**src/design/mtep_pkg.sv**
```systemverilog
`timescale 1ns / 1ps
// ----------------------------------------------------------------------------
// mtep_pkg
// Shared types and codes for the track event parser: parse phases, result
// kinds, status constants and the per-track state and result records.
// ----------------------------------------------------------------------------
package mtep_pkg;

    // parse phase codes
    localparam logic [2:0] PH_DELTA   = 3'd0;
    localparam logic [2:0] PH_STATUS  = 3'd1;
    localparam logic [2:0] PH_DATA1   = 3'd2;
    localparam logic [2:0] PH_DATA2   = 3'd3;
    localparam logic [2:0] PH_MTYPE   = 3'd4;
    localparam logic [2:0] PH_LEN     = 3'd5;
    localparam logic [2:0] PH_PAYLOAD = 3'd6;

    // result kinds
    localparam logic [2:0] K_CHANNEL   = 3'd0;
    localparam logic [2:0] K_TEMPO     = 3'd1;
    localparam logic [2:0] K_END       = 3'd2;
    localparam logic [2:0] K_UNDEFINED = 3'd3;
    localparam logic [2:0] K_UNHANDLED = 3'd4;
    localparam logic [2:0] K_BAD_LEN   = 3'd5;

    // status bytes and meta codes
    localparam logic [7:0] ST_META       = 8'hFF;
    localparam logic [7:0] ST_SYSEX      = 8'hF0;
    localparam logic [7:0] ST_SYSEX_ESC  = 8'hF7;
    localparam logic [7:0] ST_REALTIME   = 8'hF8;
    localparam logic [7:0] META_TEMPO    = 8'h51;
    localparam logic [23:0] TEMPO_DEFAULT = 24'd500000;

    // parser state kept across bytes (pulse total is held separately)
    typedef struct packed {
        logic [2:0]  phase;
        logic [7:0]  last_status;
        logic [27:0] varlen_accum;
        logic [2:0]  varlen_bytes;
        logic [27:0] payload_remaining;
        logic [7:0]  meta_kind;
        logic [7:0]  held_status;
        logic [7:0]  held_data;
        logic [23:0] tempo_capture;
        logic [23:0] tempo_current;
        logic        halted;
    } t_state;

    // one result item (pulse count travels beside it)
    typedef struct packed {
        logic [2:0]  kind;
        logic [7:0]  status_byte;
        logic [7:0]  first_data;
        logic [7:0]  second_data;
        logic [1:0]  data_count;
        logic [23:0] tempo_value;
        logic        track_ended;
    } t_result;

endpackage

```
**src/design/midi_track_event_parser.sv**
```systemverilog
`timescale 1ns / 1ps
// ----------------------------------------------------------------------------
// midi_track_event_parser
// Parses track chunk payload bytes into channel messages, tempo changes and
// track end or error reports.
// ----------------------------------------------------------------------------
// Usage:
//   Input channel (i_in_valid / o_in_ready) carries one track byte per
//   transfer with first-byte and last-byte marks. Output channel
//   (o_out_valid / i_out_ready) carries at most one result per byte; bytes
//   that finish nothing (delta bytes, skipped meta or sysex payload) give
//   no result.
//   The byte is held in the input register, and its result is loaded
//   into the result register once that register is free or draining;
//   the result register drives o_out_valid. Throughput: one byte per
//   cycle while the receiver does not stall, set by the combinational
//   state update between the two registers.
//   Reset clears the parser to the start-of-track state with tempo 500000
//   and empties both registers.
//   When the receiver stalls, the result register holds; the byte in the
//   input register waits, and o_in_ready drops once it is full, so at most
//   one byte and one result are held inside the block.
// ----------------------------------------------------------------------------
module midi_track_event_parser #(
    parameter int PULSE_BITS = 48
) (
    input  logic                  i_clk,
    input  logic                  i_rst_n,
    input  logic                  i_in_valid,
    output logic                  o_in_ready,
    input  logic [7:0]            i_byte_value,
    input  logic                  i_track_start,
    input  logic                  i_track_last,
    output logic                  o_out_valid,
    input  logic                  i_out_ready,
    output logic [2:0]            o_kind,
    output logic [7:0]            o_status_byte,
    output logic [7:0]            o_first_data,
    output logic [7:0]            o_second_data,
    output logic [1:0]            o_data_count,
    output logic [PULSE_BITS-1:0] o_pulse_count,
    output logic [23:0]           o_tempo_value,
    output logic                  o_track_ended
);
    import mtep_pkg::*;

    logic                  r_in_valid;
    logic [7:0]            r_in_byte;
    logic                  r_in_start;
    logic                  r_in_last;
    t_state                r_state;
    t_state                n_state;
    logic [PULSE_BITS-1:0] r_pulse;
    logic [PULSE_BITS-1:0] n_pulse;
    logic                  r_out_valid;
    t_result               r_out;
    logic [PULSE_BITS-1:0] r_out_pulse;
    logic                  res_valid;
    t_result               res;
    logic                  proc;

    // byte is consumed when the result register is free or draining
    assign proc       = r_in_valid && (!r_out_valid || i_out_ready);
    assign o_in_ready = !r_in_valid || proc;

    // input register
    always_ff @(posedge i_clk) begin
        if (!i_rst_n) begin
            r_in_valid <= 1'b0;
        end else if (o_in_ready) begin
            r_in_valid <= i_in_valid;
        end
    end

    always_ff @(posedge i_clk) begin
        if (o_in_ready && i_in_valid) begin
            r_in_byte  <= i_byte_value;
            r_in_start <= i_track_start;
            r_in_last  <= i_track_last;
        end
    end

    // per-byte step logic
    mtep_step #(
        .PULSE_BITS (PULSE_BITS)
    ) u_step (
        .i_state        (r_state),
        .i_pulse        (r_pulse),
        .i_byte_value   (r_in_byte),
        .i_track_start  (r_in_start),
        .i_track_last   (r_in_last),
        .o_state        (n_state),
        .o_pulse        (n_pulse),
        .o_result_valid (res_valid),
        .o_result       (res)
    );

    // parser state
    always_ff @(posedge i_clk) begin
        if (!i_rst_n) begin
            r_state.phase             <= PH_DELTA;
            r_state.last_status       <= ST_META;
            r_state.varlen_accum      <= '0;
            r_state.varlen_bytes      <= '0;
            r_state.payload_remaining <= '0;
            r_state.meta_kind         <= '0;
            r_state.held_status       <= '0;
            r_state.held_data         <= '0;
            r_state.tempo_capture     <= '0;
            r_state.tempo_current     <= TEMPO_DEFAULT;
            r_state.halted            <= 1'b0;
            r_pulse                   <= '0;
        end else if (proc) begin
            r_state <= n_state;
            r_pulse <= n_pulse;
        end
    end

    // result register
    always_ff @(posedge i_clk) begin
        if (!i_rst_n) begin
            r_out_valid <= 1'b0;
        end else if (proc) begin
            r_out_valid <= res_valid;
        end else if (i_out_ready) begin
            r_out_valid <= 1'b0;
        end
    end

    always_ff @(posedge i_clk) begin
        if (proc && res_valid) begin
            r_out       <= res;
            r_out_pulse <= n_pulse;
        end
    end

    assign o_out_valid   = r_out_valid;
    assign o_kind        = r_out.kind;
    assign o_status_byte = r_out.status_byte;
    assign o_first_data  = r_out.first_data;
    assign o_second_data = r_out.second_data;
    assign o_data_count  = r_out.data_count;
    assign o_pulse_count = r_out_pulse;
    assign o_tempo_value = r_out.tempo_value;
    assign o_track_ended = r_out.track_ended;

`ifndef NO_ASSERTIONS
    // a result that closes the track leaves the parser halted
    a_end_halts: assert property (@(posedge i_clk) disable iff (!i_rst_n)
        proc && res_valid && res.track_ended |=> r_state.halted)
        else $error("track end did not halt parser");

    // a halted parser gives nothing until the next track start
    a_halt_quiet: assert property (@(posedge i_clk) disable iff (!i_rst_n)
        r_in_valid && r_state.halted && !r_in_start |-> !res_valid)
        else $error("result produced while halted");

    // channel messages carry one or two data bytes
    a_chan_count: assert property (@(posedge i_clk) disable iff (!i_rst_n)
        o_out_valid && o_kind == K_CHANNEL |-> (o_data_count == 2'd1 || o_data_count == 2'd2))
        else $error("channel message with bad data count");

    // a reported tempo is never zero
    a_tempo_nz: assert property (@(posedge i_clk) disable iff (!i_rst_n)
        o_out_valid && o_kind == K_TEMPO |-> o_tempo_value != 24'h0)
        else $error("zero tempo reported");
`endif

endmodule

```
**src/design/mtep_step.sv**
```systemverilog
`timescale 1ns / 1ps
// ----------------------------------------------------------------------------
// mtep_step
// Combinational per-byte step: from the current parser state and one track
// byte, forms the next state and at most one result item.
// ----------------------------------------------------------------------------
module mtep_step #(
    parameter int PULSE_BITS = 48
) (
    input  mtep_pkg::t_state        i_state,
    input  logic [PULSE_BITS-1:0]   i_pulse,
    input  logic [7:0]              i_byte_value,
    input  logic                    i_track_start,
    input  logic                    i_track_last,
    output mtep_pkg::t_state        o_state,
    output logic [PULSE_BITS-1:0]   o_pulse,
    output logic                    o_result_valid,
    output mtep_pkg::t_result       o_result
);
    import mtep_pkg::*;

    t_state                s;
    logic [PULSE_BITS-1:0] pulse;
    logic [2:0]            ph;
    logic [27:0]           vl_acc;
    logic [2:0]            vl_cnt;
    logic [7:0]            ev;
    logic                  is_tempo_meta;
    logic                  res, done, end_trk;
    logic [2:0]            errk;
    logic [2:0]            kind;
    logic [7:0]            st, d1, d2;
    logic [1:0]            cnt;
    logic [23:0]           tempo_fixed;

    always_comb begin
        s     = i_state;
        pulse = i_pulse;
        // track start clears pulse, running status and halt
        if (i_track_start) begin
            pulse            = '0;
            s.last_status    = ST_META;
            s.halted         = 1'b0;
            s.phase          = PH_DELTA;
            s.varlen_accum   = '0;
            s.varlen_bytes   = '0;
        end
        ph     = s.phase;
        vl_acc = {s.varlen_accum[20:0], i_byte_value[6:0]};
        vl_cnt = s.varlen_bytes + 3'd1;
        ev     = i_byte_value[7] ? i_byte_value : s.last_status;
        if (!ev[7]) begin
            ev = 8'h00;
        end
        is_tempo_meta = (s.held_status == ST_META) && (s.meta_kind == META_TEMPO);
        res         = 1'b0;
        done        = 1'b0;
        end_trk     = 1'b0;
        errk        = K_CHANNEL;
        kind        = K_CHANNEL;
        st          = 8'h00;
        d1          = 8'h00;
        d2          = 8'h00;
        cnt         = 2'd0;
        tempo_fixed = 24'h0;

        if (!s.halted) begin
            // per-phase byte handling
            unique case (ph)
                PH_DELTA: begin
                    s.varlen_accum = vl_acc;
                    s.varlen_bytes = vl_cnt;
                    if (!i_byte_value[7]) begin
                        pulse          = pulse + {{(PULSE_BITS-28){1'b0}}, vl_acc};
                        s.varlen_accum = '0;
                        s.varlen_bytes = '0;
                        if (i_track_last) begin
                            end_trk = 1'b1;
                        end else begin
                            s.phase = PH_STATUS;
                        end
                    end else if (vl_cnt >= 3'd4 || i_track_last) begin
                        end_trk = 1'b1;
                    end
                end
                PH_STATUS: begin
                    if (ev[7:4] == 4'hF) begin
                        if (ev == ST_META) begin
                            s.held_status = ev;
                            s.phase       = PH_MTYPE;
                            if (i_track_last) errk = K_BAD_LEN;
                        end else if (ev == ST_SYSEX || ev == ST_SYSEX_ESC) begin
                            s.held_status  = ev;
                            s.meta_kind    = 8'h00;
                            s.varlen_accum = '0;
                            s.varlen_bytes = '0;
                            s.phase        = PH_LEN;
                            if (i_track_last) errk = K_BAD_LEN;
                        end else begin
                            errk = K_UNHANDLED;
                        end
                    end else if (ev[7]) begin
                        s.held_status = ev;
                        if (i_byte_value[7]) begin
                            s.phase = PH_DATA1;
                            if (i_track_last) errk = K_BAD_LEN;
                        end else if (ev[7:5] == 3'b110) begin
                            res  = 1'b1;
                            st   = ev;
                            d1   = i_byte_value;
                            cnt  = 2'd1;
                            done = 1'b1;
                        end else begin
                            s.held_data = i_byte_value;
                            s.phase     = PH_DATA2;
                            if (i_track_last) errk = K_BAD_LEN;
                        end
                    end else begin
                        errk = K_UNDEFINED;
                    end
                end
                PH_DATA1: begin
                    if (s.held_status[7:5] == 3'b110) begin
                        res  = 1'b1;
                        st   = s.held_status;
                        d1   = i_byte_value;
                        cnt  = 2'd1;
                        done = 1'b1;
                    end else begin
                        s.held_data = i_byte_value;
                        s.phase     = PH_DATA2;
                        if (i_track_last) errk = K_BAD_LEN;
                    end
                end
                PH_DATA2: begin
                    res  = 1'b1;
                    st   = s.held_status;
                    d1   = s.held_data;
                    d2   = i_byte_value;
                    cnt  = 2'd2;
                    done = 1'b1;
                end
                PH_MTYPE: begin
                    s.meta_kind    = i_byte_value;
                    s.varlen_accum = '0;
                    s.varlen_bytes = '0;
                    s.phase        = PH_LEN;
                    if (i_track_last) errk = K_BAD_LEN;
                end
                PH_LEN: begin
                    s.varlen_accum = vl_acc;
                    s.varlen_bytes = vl_cnt;
                    if (!i_byte_value[7]) begin
                        s.payload_remaining = vl_acc;
                        s.varlen_accum      = '0;
                        s.varlen_bytes      = '0;
                        s.tempo_capture     = '0;
                        if (vl_acc == 28'd0) begin
                            done = 1'b1;
                        end else begin
                            s.phase = PH_PAYLOAD;
                            if (i_track_last) errk = K_BAD_LEN;
                        end
                    end else if (vl_cnt >= 3'd4 || i_track_last) begin
                        errk = K_BAD_LEN;
                    end
                end
                default: begin
                    // payload byte: capture up to three tempo bytes
                    if (is_tempo_meta && s.varlen_bytes < 3'd3) begin
                        s.tempo_capture = {s.tempo_capture[15:0], i_byte_value};
                        s.varlen_bytes  = vl_cnt;
                    end
                    s.payload_remaining = s.payload_remaining - 28'd1;
                    if (s.payload_remaining == 28'd0) begin
                        done = 1'b1;
                    end else if (i_track_last) begin
                        errk = K_BAD_LEN;
                    end
                end
            endcase

            // finished tempo meta: left-align a short payload
            if (done && (ph == PH_LEN || ph == PH_PAYLOAD) && is_tempo_meta) begin
                unique case (s.varlen_bytes)
                    3'd0:    tempo_fixed = 24'h0;
                    3'd1:    tempo_fixed = {s.tempo_capture[7:0], 16'h0};
                    3'd2:    tempo_fixed = {s.tempo_capture[15:0], 8'h0};
                    default: tempo_fixed = s.tempo_capture;
                endcase
                s.tempo_capture = tempo_fixed;
                s.tempo_current = (tempo_fixed != 24'h0) ? tempo_fixed : TEMPO_DEFAULT;
                res  = 1'b1;
                kind = K_TEMPO;
            end

            // error, event completion or end of track
            if (errk != K_CHANNEL) begin
                res      = 1'b1;
                kind     = errk;
                st       = 8'h00;
                d1       = 8'h00;
                d2       = 8'h00;
                cnt      = 2'd0;
                s.halted = 1'b1;
            end else if (done) begin
                if (s.held_status < ST_REALTIME) begin
                    s.last_status = s.held_status;
                end
                if (i_track_last) begin
                    s.halted = 1'b1;
                    if (!res) begin
                        res  = 1'b1;
                        kind = K_END;
                    end
                end else begin
                    s.phase        = PH_DELTA;
                    s.varlen_accum = '0;
                    s.varlen_bytes = '0;
                end
            end else if (end_trk) begin
                res      = 1'b1;
                kind     = K_END;
                s.halted = 1'b1;
            end
        end
    end

    assign o_state                 = s;
    assign o_pulse                 = pulse;
    assign o_result_valid          = res;
    assign o_result.kind           = kind;
    assign o_result.status_byte    = st;
    assign o_result.first_data     = d1;
    assign o_result.second_data    = d2;
    assign o_result.data_count     = cnt;
    assign o_result.tempo_value    = s.tempo_current;
    assign o_result.track_ended    = res && s.halted;

endmodule

```
**config.mk**
```make
export PLATFORM = sky130hd
export DESIGN_NAME = midi_track_event_parser
export DESIGN_NICKNAME = d
export VERILOG_FILES = /design/src/design/mtep_pkg.sv /design/src/design/midi_track_event_parser.sv /design/src/design/mtep_step.sv
export SDC_FILE = /design/constraint.sdc
export NUM_CORES = 1
export LEC_CHECK = 0
export ABC_AREA = 0
export BUFFER_PORTS_ARGS = -buffer_cell sky130_fd_sc_hd__buf_2
export CORE_ASPECT_RATIO = 1.75
export CORE_MARGIN = 2
export CORE_UTILIZATION = 45
export CTS_CLUSTER_SIZE = 16
export DETAILED_ROUTE_END_ITERATION = 7
export PLACE_DENSITY = 0.67
export SLEW_MARGIN = 20
export SYNTH_ARGS = -nofsm -noshare
export SYNTH_HDL_FRONTEND = slang
export SYNTH_SLANG_ARGS = --single-unit
```
**constraint.sdc**
```tcl
create_clock -name i_clk -period 14.6 [get_ports i_clk]
set_clock_uncertainty 0.05 [all_clocks]
set_input_delay 3.65 -clock i_clk [delete_from_list [all_inputs] [get_ports i_clk]]
set_output_delay 3.65 -clock i_clk [all_outputs]
set_load 0.02 [all_outputs]
```
Word level (Yosys, flattened, before mapping)

Index checks and enable logic that the tools add are counted.
Widths: inputs -> output; s select.

Reductions and logical operators: 34
Add/sub/neg operators: 3
Equal/unequal tests: 25
Mux-type cells: 124
Magnitude comparators: 3
Shift operators: 0
Bitwise gates (word level): 3
$mul: 0
Div/mod/pow operators: 0

Operator list:

| operator              | number |
|---|---|
| $mux 48               | 5 |
| $mux 8                | 22 |
| $mux 31               | 5 |
| $mux 143              | 1 |
| $mux 42               | 3 |
| $mux 24               | 5 |
| $pmux 28 s4           | 1 |
| $mux 3                | 30 |
| $pmux 24 s3           | 1 |
| $mux 59               | 1 |
| $logic_not 28->1      | 2 |
| $pmux 28 s2           | 1 |
| $add 48x28->48        | 1 |
| $pmux 24 s2           | 1 |
| $pmux 8 s3            | 2 |
| $pmux 3 s5            | 3 |
| $eq 8x8->1 const B    | 4 |
| $mux 16               | 2 |
| $pmux 8 s2            | 2 |
| $mux 1                | 30 |
| $sub 28x1->28 const B | 1 |
| $reduce_bool 24->1    | 1 |
| $eq 3x3->1 const B    | 5 |
| $ne 2x2->1 const B    | 6 |
| other kinds (28)      | 57 |

Register bits: 305
Bits in read-only memories: 0
Output and inout bits: 104
Memory bits (writable): 0
Memories: 0
Bits in latches: 0
Logic and storage cells: 217
Input bits: 14

Longest topological paths before layout

Gate-level depths: netlist (run 1).

Depth in word-level cells: 19
Depth in mapped cells: 20
Depth with buffers taken out: 14

Modules after synthesis

Synthesis (run 1) repeated with hierarchy kept, for this count alone.

Cells, all modules: 2199
Area total of the unflattened synthesis: 18918.1 µm²

By module, submodules not included:

| module                  | sequential area each (µm²) | area each (µm²) | cells an instance | instances |
|---|---|---|---|---|
| midi_track_event_parser | 7226.9                     | 11085.6         | 956               | 1 |
| mtep_step               | 0.0                        | 7832.5          | 1243              | 1 |

Worst setup path after synthesis (run 1)

Ideal clock, no wire load.

Kind: input -> register
Start: in i_out_ready
End: reg r_out, in the netlist o_data_count[0], enable pin
Setup slack: 4542 ps
Data required time: 13952 ps
Arrival: 9410 ps
Library setup time: 598 ps
Stages: 6
Path buffers: 2
Cells stage by stage: nor2b_1 nor2b_1 clkbuf_1 nand2_1 clkbuf_1 a21oi_1

Word-level cells in the longest chain between the ends: 3

Ends and longest elaborated chain:

| element                | RTL line                       | RTL |
|---|---|---|
| start: declaration     | midi_track_event_parser.sv:35  | `input logic i_out_ready,` |
| $logic_or 1x1->1       | midi_track_event_parser.sv:63  | `assign proc = r_in_valid && (!r_out_valid \|\| i_out_ready);` |
| $logic_and 1x1->1      | midi_track_event_parser.sv:63  |  |
| $logic_and 1x1->1      | midi_track_event_parser.sv:131 | `if (proc && res_valid) begin` |
| end signal: assignment | midi_track_event_parser.sv:132 | `r_out <= res;` |
| end: declaration       | midi_track_event_parser.sv:56  | `t_result r_out;` |

Every way passes these cells.
A chain may end at the register's enable or synchronous reset.

Worst setup path after layout (run 1)

Start: in i_out_ready
End: out o_in_ready

Word-level cells in the longest chain between the ends: 3

Ends and longest elaborated chain:

| element           | RTL line                      | RTL |
|---|---|---|
| $logic_or 1x1->1  | midi_track_event_parser.sv:63 |  |
| $logic_and 1x1->1 | midi_track_event_parser.sv:63 |  |
| $logic_or 1x1->1  | midi_track_event_parser.sv:64 | `assign o_in_ready = !r_in_valid \|\| proc;` |
| end: declaration  | midi_track_event_parser.sv:30 | `output logic o_in_ready,` |

Every way passes these cells.

==> flow_results.org, run 1 <==
** Pwr
- Switch share :: 0.2488
- The worst-case IR drop observed on VDD is 0.08396 mV.
- In this run the power spent charging and discharging nets is ~440 uW.
- The analysis attributes to cell leakage a power of roughly 6.7 nW.
- The internal power of the cells totals 1.338 mW.
- Combinational cell fraction of total power :: 0.070
- Part of the total power dissipated in the clock network :: 0.431
- Of the total power, registers draw 0.499.
- Total power divided by cell area :: 96.64 nW/um^2

** Final layout
- Leaving out fill and tap cells, the most frequent cell in the layout is nor2_1.
- Area added between synthesis and finish :: 11.14%
- Count of filler cells inserted in the layout :: 3510
- Total Nets Final :: between 2000 and 2500
- The multi-input combinational cells in the finished layout cover a total of slightly below 9000 um^2.
- The finished cells cover between 15000 and 20000 um^2.
- Number of diodes added for antenna fixing :: 0
- Commonest cells after routing, fill and taps aside :: nor2_1 (223), nand2_1 (189), dfxtp_1 (186), a21oi_1 (162), o21ai_0 (147)
- The finished layout holds 2500 standard cells, fillers aside.
- In the final layout, flip-flops and latches occupy 7087 um^2.
- In the final layout, the share of cells above drive strength 1 is 0.1185.

** Timing
- Max frequency :: between 100 and 150 MHz
- The count of final max-slew check failures came to 0.
- Relative slew slack :: 0.2288
- Least-Margin Pin Slew :: between 1 and 1.5 ns
- The hold violation count in the final report was 0.
- Total negative slack :: 0 ns
- Setup repair after global routing missed its margin :: no
- Count of final setup violators :: 0
- Post-layout minimum cycle time :: 8.032 ns
- Of the available clock period, the critical path in the final layout requires 0.5501.

** Drt
- Number of DRC markers after the initial detailed-route iteration :: 1259
- After detailed routing, the number of vias per cell comes to 6.228.
- Wire length after detailed routing :: 51.56 mm
- Before antenna repair, the detailed router went through 6 iterations.
- ANT nets after route :: 0
- DRC violations left :: 0
- The final route contains 15570 vias.
- Dividing the detail-routed wire length by the instance count gives 20.63 um.

** Die
- The floorplan has 93 rows.
- roughly 120 I/O pins were placed.
- For this configuration, the core starts out at a cell density of 0.4539.
- In this run the vertical extent of the chip is 258.0 um.
- Floorplan die width :: 149.1 um
- The floorplan step defined a core boundary enclosing 36540 um^2.
- Area of the die :: 38460 um^2

** GRT
- The number of antenna violations at the first check in global routing was 0.
- Entering global routing, the biggest net connects 71 pins.
- Wire length of the first global-routing pass :: approximately 81 mm
- Total congestion overflow :: 0
- For this run, the total global-route usage over all layers was measured as 0.2610.
- Via count of the first global-routing pass :: 15050

** Placed design
- Final HPWL from detailed placement :: roughly 36 mm
- In this run the tool buffered the top-level ports with 117 buffer cells.
- Last weighted congestion value of the routability-driven placer :: a little under 1
- Including well taps, the total number of placed cells is approximately 2400.
- After detailed placement, the total cell area comes to roughly 17000 um^2.

** Clocking
- Number of buffers on the longest clock path :: 3
- In this run, post-CTS repair resized a total of 0 instances.
- TritonCTS built the clock tree.
- In this run the number of H-tree levels came out at 1.
- Buffers inserted during clock tree synthesis total 28.
- Clk pin slew, worst setup/hold paths :: 0.07 ns
- The cell sitting at the root of the clock tree is a clkbuf_16.
- Hold-fix buffers, CTS :: 0
- Skew-Pair Late Insertion Delay :: 0.59 ns
- For this design, the sink count on the clock tree is 298.
- Buffers added to address setup during post-CTS repair amount to 0.

** Yosys
- Mapped Avg Cell Area :: roughly 8.4 um^2
- Mapped Cells :: 1965
- Post-synth cell types :: 85
- Of the post-synthesis cell area, the dominant cell type holds 0.2245.
- EDFF count, synth :: between 100 and 150
- Async SR Flop Fraction :: 0
- #FFs+latches synth :: 298
- Prevailing post-synth register cell :: dfxtp_1
- Portion of the post-synthesis area used by sequential elements :: 0.4273
- Net count of the mapped netlist :: 2011
- Syn Std Cell Area :: around 17000 um^2
- Number of warnings printed during yosys synthesis :: 0
- Most area-consuming cells after synthesis :: dfxtp_1 (22%), edfxtp_1 (20%), nor2_1 (5.1%)
- The synthesized design spends more area on one cell type than any other, namely dfxtp_1.

** Critical path
- Worst setup EP type :: output pin
- Worst Path Max Fanout :: 5
- STA classifies the critical path startpoint as a primary input.
- Arrival time at the worst endpoint :: 4.33 ns
- The startpoint identified for the worst register-to-register timing path is r_in_start.
- Data on the critical path is required at its endpoint by 10.90 ns.
- Tracing the worst setup path back leads to its startpoint at i_out_ready.
- The critical path is of the primary input to output pin type.

** Worst hold path
- Min-delay src :: r_state[71]
- The worst hold path belongs to the class register to register.

** Flow run
- Reported max-cap violation count :: 0

** Status
- The flow ran to the end, and the final reports show no timing, DRC or antenna violations.
[registers in the layout, summed over array words and instances (netlist names), 3 cells and up]
name and flops:
o_first_data 8, o_kind 3, o_pulse_count 48, o_second_data 8, o_status_byte 8, o_tempo_value 24, r_in_byte 8, r_pulse 48
r_state 136
[per-stage QoR]
step                total power, mW  hold slack [ns]  worst slack (ns)  utilization
floorplan                    0.9871           0.3768             4.542            -
global placement              1.028           0.3829             6.610       0.4778
detailed placement            1.030           0.3926             6.582       0.4778
CTS                           1.793           0.4018             6.585       0.5040
global route                  1.832           0.4285             6.466       0.5045
finish                        1.781           0.4013             6.568       0.5045
[cell type report]
cell class | instances | share of cell area
Timing Repair Buffer | 148 | 0.04440
Tap cell | 475 | 0.03224
Inverter | 24 | 0.004956
Clock buffer | 37 | 0.04202
Sequential cell | 298 | 0.3845
Clock inverter | 15 | 0.01005
Multi-Input combinational cell | 1503 | 0.4818
[worst max-delay path, stage by stage]
cell and delay, ns:
buf_2 0.10, nor2b_1 0.29, nand2_1 0.12, buf_2 0.18
[power by group through the flow]
stage          Sequential (mW)  Clock [mW]  Combinational, mW
6_report                 0.889       0.767              0.125
4_1_cts                  0.888       0.780              0.124
2_1_floorplan            0.910           0             0.0773
3_5_place_dp             0.906           0              0.124
5_1_grt                  0.889       0.808              0.135
3_3_place_gp             0.906           0              0.122
[per-layer routing]
metal | GRT usage | vias up | wire (um)
met3 | 0.02686 | 187 | 3033
li1 | - | 7321 | -
met5 | 0 | - | 0
met2 | 0.4740 | 636 | 26270
met1 | 0.2893 | 7427 | 18900
met4 | 0.1585 | 0 | 3361
[synthesized netlist by cell type, types with 20 or more instances]
master / n
nor2_1: 224
nand2_1: 189
dfxtp_1: 186
a21oi_1: 163
o21ai_0: 148
edfxtp_1: 112
clkbuf_1: 111
nand3_1: 79
nor2b_1: 73
nor3_1: 58
a31oi_1: 49
a22oi_1: 43
a22o_1: 32
xnor2_1: 32
ha_1: 31
nor4_1: 30
and3_1: 23
inv_1: 22
o21a_1: 20
[worst paths after layout]
| path | slack, ns | end | cells after the start |
|---|---|---|---|
| hold reg to reg | 0.40 | r_state[71] | 2 |
| setup reg to reg | 8.88 | r_pulse[43] | 14 |
| hold / removal | 0.40 | r_state[71] | 2 |
| setup / recovery | 6.57 | o_in_ready | 4 |
[cell families (layout without fill, tap and decap cells)]
logic type,count (synthesis),after routing,synth area share
and+or+nand+nor,795,795,0.2350
muxes,17,17,0.01124
buffers and inverters,164,224,0.04021
DFF,298,298,0.4273
adders and majority gates,32,32,0.02460
xor gates and xnor gates,45,45,0.02377
AOI/OAI and AO/OA,614,614,0.2378
No activity file was read; power rests on OpenSTA's default activity.
==> run 2: changes to the inputs <==
PLACE_DENSITY = 0.7   (was 0.67)
clock period = 7.3 ns   (was 14.6 ns; I/O delays follow)
==> flow_results.org, run 2 (synthesized netlist as in run 1, its figures left out) <==
** Die
- Area of the die :: 38460 um^2
- Die height :: 258.0 um
- The initial utilization of the core area, before any placement, comes to 0.4539.
- The floorplan has 93 rows.
- In this run the horizontal extent of the chip is 149.1 um.
- I/O pins :: 118
- The floorplan step defined a core boundary enclosing 36540 um^2.

** Clocking
- In this run the deepest clock path goes through 3 buffers.
- Buffers inserted during clock tree synthesis total 29.
- Hold repair after CTS inserted 0 buffers.
- CTS H-tree lvls :: 1
- In this run the clock root is driven by a clkbuf_16.
- Clk sinks :: 298
- Clock-pin slew was measured on the worst setup and hold paths at 0.06 ns.
- The number of gates resized after CTS was 0.
- TritonCTS built the clock tree.
- Clock latency on the worst-skew pair, taken at its later pin, is 0.60 ns.
- Post-CTS timing repair inserted 0 buffers for setup.

** Status
- Run status :: completed

** Pwr
- Of the total power, the clock network draws 0.445.
- Of the total power, the share spent switching nets is 0.2485.
- Summed over all cells, the static leakage comes to between 6 and 7 nW.
- Share of power burned in registers :: 0.488
- For this design the total switching power over the nets is a little over 900 uW.
- Total power divided by cell area :: 198.1 nW/um^2
- Internal power :: 2.752 mW
- Total design power :: ~3.7 mW
- VDD sags by at most approximately 0.16 mV.
- Combinational cell fraction of total power :: 0.067

** GRT
- Gr usage total :: 0.2729
- Initial antenna violation count :: 0
- The first global-routing pass estimated roughly 83 mm of wire.
- Entering global routing, the biggest net connects around 110 pins.
- Via count of the first global-routing pass :: 15220
- The total overflow left after global routing is 0.

** Drt
- ANT nets after route :: 0
- Detailed Routing Iterations Pass 1 :: 5
- The routed layout has 15650 vias.
- Wire length after detailed routing :: 53.64 mm
- Number of vias per cell :: 6.266
- For this run, design rule violations remaining after detail routing come to 0.
- After the first detailed-routing iteration, the DRC count stood at 1289.
- Detailed-route wire length per cell :: approximately 21 um

** Timing
- Timing would allow up to 187.5 MHz.
- Period utilization :: 0.7305
- Count of final setup violators :: 0
- Subtracting the final worst setup slack from the clock period gives 5.333 ns.
- In this run the tightest slew margin relative to its limit is 0.1508.
- Setup repair after global routing missed its margin :: no
- At the pin with the least slew margin, the transition time is 1.269 ns.
- Final Slew Violations :: 0
- After routing, the total negative slack on setup checks comes to 0 ns.
- The hold violation count in the final report was 0.

** Final layout
- Register with the most flip-flops :: r_state
- Most frequent standard cell in the layout excluding fill and tap cells :: nor2_1
- The register with the most flip-flops in the layout has 136 of them.
- Commonest cells after routing, fill and taps aside :: nor2_1 (222), nand2_1 (188), dfxtp_1 (186), a21oi_1 (162), o21ai_0 (147)
- Of the cells placed in the final design, the portion with a size suffix greater than 1 is 0.1188.
- In the final design database the tool counted 2044 nets.
- Count of filler cells inserted in the layout :: 3507
- Number of standard cells in the final layout excluding fillers :: 2497
- Compared with the post-synthesis result, the final layout area differs by 11.51%.

** Critical path
- Number of cell instances on the worst register-to-register path :: 15
- Critical path startpoint :: r_in_start
- STA classifies the critical path startpoint as a register.
- Worst Path Max Fanout :: 111
- Arrival time at the worst endpoint :: 5.76 ns
- Worst setup EP type :: register
- Setup Crit Path Kind :: register to register
- Data on the critical path is required at its endpoint by 7.73 ns.
- Worst flop-to-flop path startpoint :: r_in_start

** Worst hold path
- In this run the worst hold path is classified as register to register.
- In this run the most critical hold path is launched from r_state[65].
- Cell count of the worst hold path :: 2

** Placed design
- Post-placement cell count :: 2442
- During placement, the flow inserted port buffers numbering 117.
- Last weighted congestion value of the routability-driven placer :: 0.9830
- The wire-length estimate of the detail-placed layout is 37.82 mm.

** Flow run
- Reported max-cap violation count :: 0
## run 2: changes by cell type in the layout (fill, tap and decap cells not counted), sizes merged
cell	previous run	this run
inv	23	24
buf	148	142
bufinv	3	4
clkinvlp	2	1
diode	0	1
clkbuf	37	38
## run 2: worst paths after layout
check | end | slack [ns]
setup reg to reg | r_pulse[34] | 1.97
hold / removal | r_state[65] | 0.40
hold reg to reg | r_state[65] | 0.40
setup / recovery | r_pulse[34] | 1.97
## run 2: stage by stage
| stage | worst slack, ns | area, um^2 | utilization | hold slack, ns |
|---|---|---|---|---|
| global route | 1.796 | 18490 | 0.5060 | 0.4158 |
| CTS | 2.172 | 18470 | 0.5054 | 0.3984 |
| global placement | 2.296 | 17440 | 0.4774 | 0.3844 |
| finish | 1.967 | 18490 | 0.5061 | 0.3969 |
| floorplan | 1.026 | 16590 | - | 0.3768 |
| detailed placement | 2.197 | 17440 | 0.4774 | 0.3898 |
## run 2: final cells by class
type	instances	area (um^2)	area share
Tap cell	475	594.3	0.03214
Sequential cell	298	7087	0.3832
Inverter	24	91.34	0.004939
Antenna cell	1	2.502	0.0001353
Timing Repair Buffer	142	798.3	0.04317
Multi-Input combinational cell	1503	8895	0.4810
Clock buffer	38	814.5	0.04405
Clock inverter	16	209.0	0.01130
## run 2: per-layer routing
| metal | vias up | global-route usage | routed length, um |
|---|---|---|---|
| met5 | - | 0 | 0 |
| met4 | 0 | 0.1749 | 3954 |
| met3 | 219 | 0.03428 | 3408 |
| met2 | 687 | 0.4983 | 27800 |
| met1 | 7404 | 0.2924 | 18480 |
| li1 | 7335 | - | - |
## run 2: power by group through the flow
stage | Clock, mW | Sequential, mW | Combinational (mW)
floorplan | 0 | 1.82 | 0.155
detailed placement | 0 | 1.82 | 0.242
global placement | 0 | 1.82 | 0.238
finish | 1.63 | 1.79 | 0.246
global route | 1.71 | 1.79 | 0.265
CTS | 1.65 | 1.78 | 0.243
## run 2: worst max-delay path, cell delays in order (launching register included)
cell	delay [ns]
edfxtp_1	0.50
buf_12	0.26
nor2b_1	0.24
ha_1	0.23
inv_1	0.07
fa_1	0.41
nor2b_1	0.15
o21a_1	0.16
o21ai_0	0.23
a211oi_1	0.38
nor4_1	0.12
nor4_1	1.03
o21ai_0	0.44
nand2_1	0.37
nand3_1	0.18
a311o_1	0.33
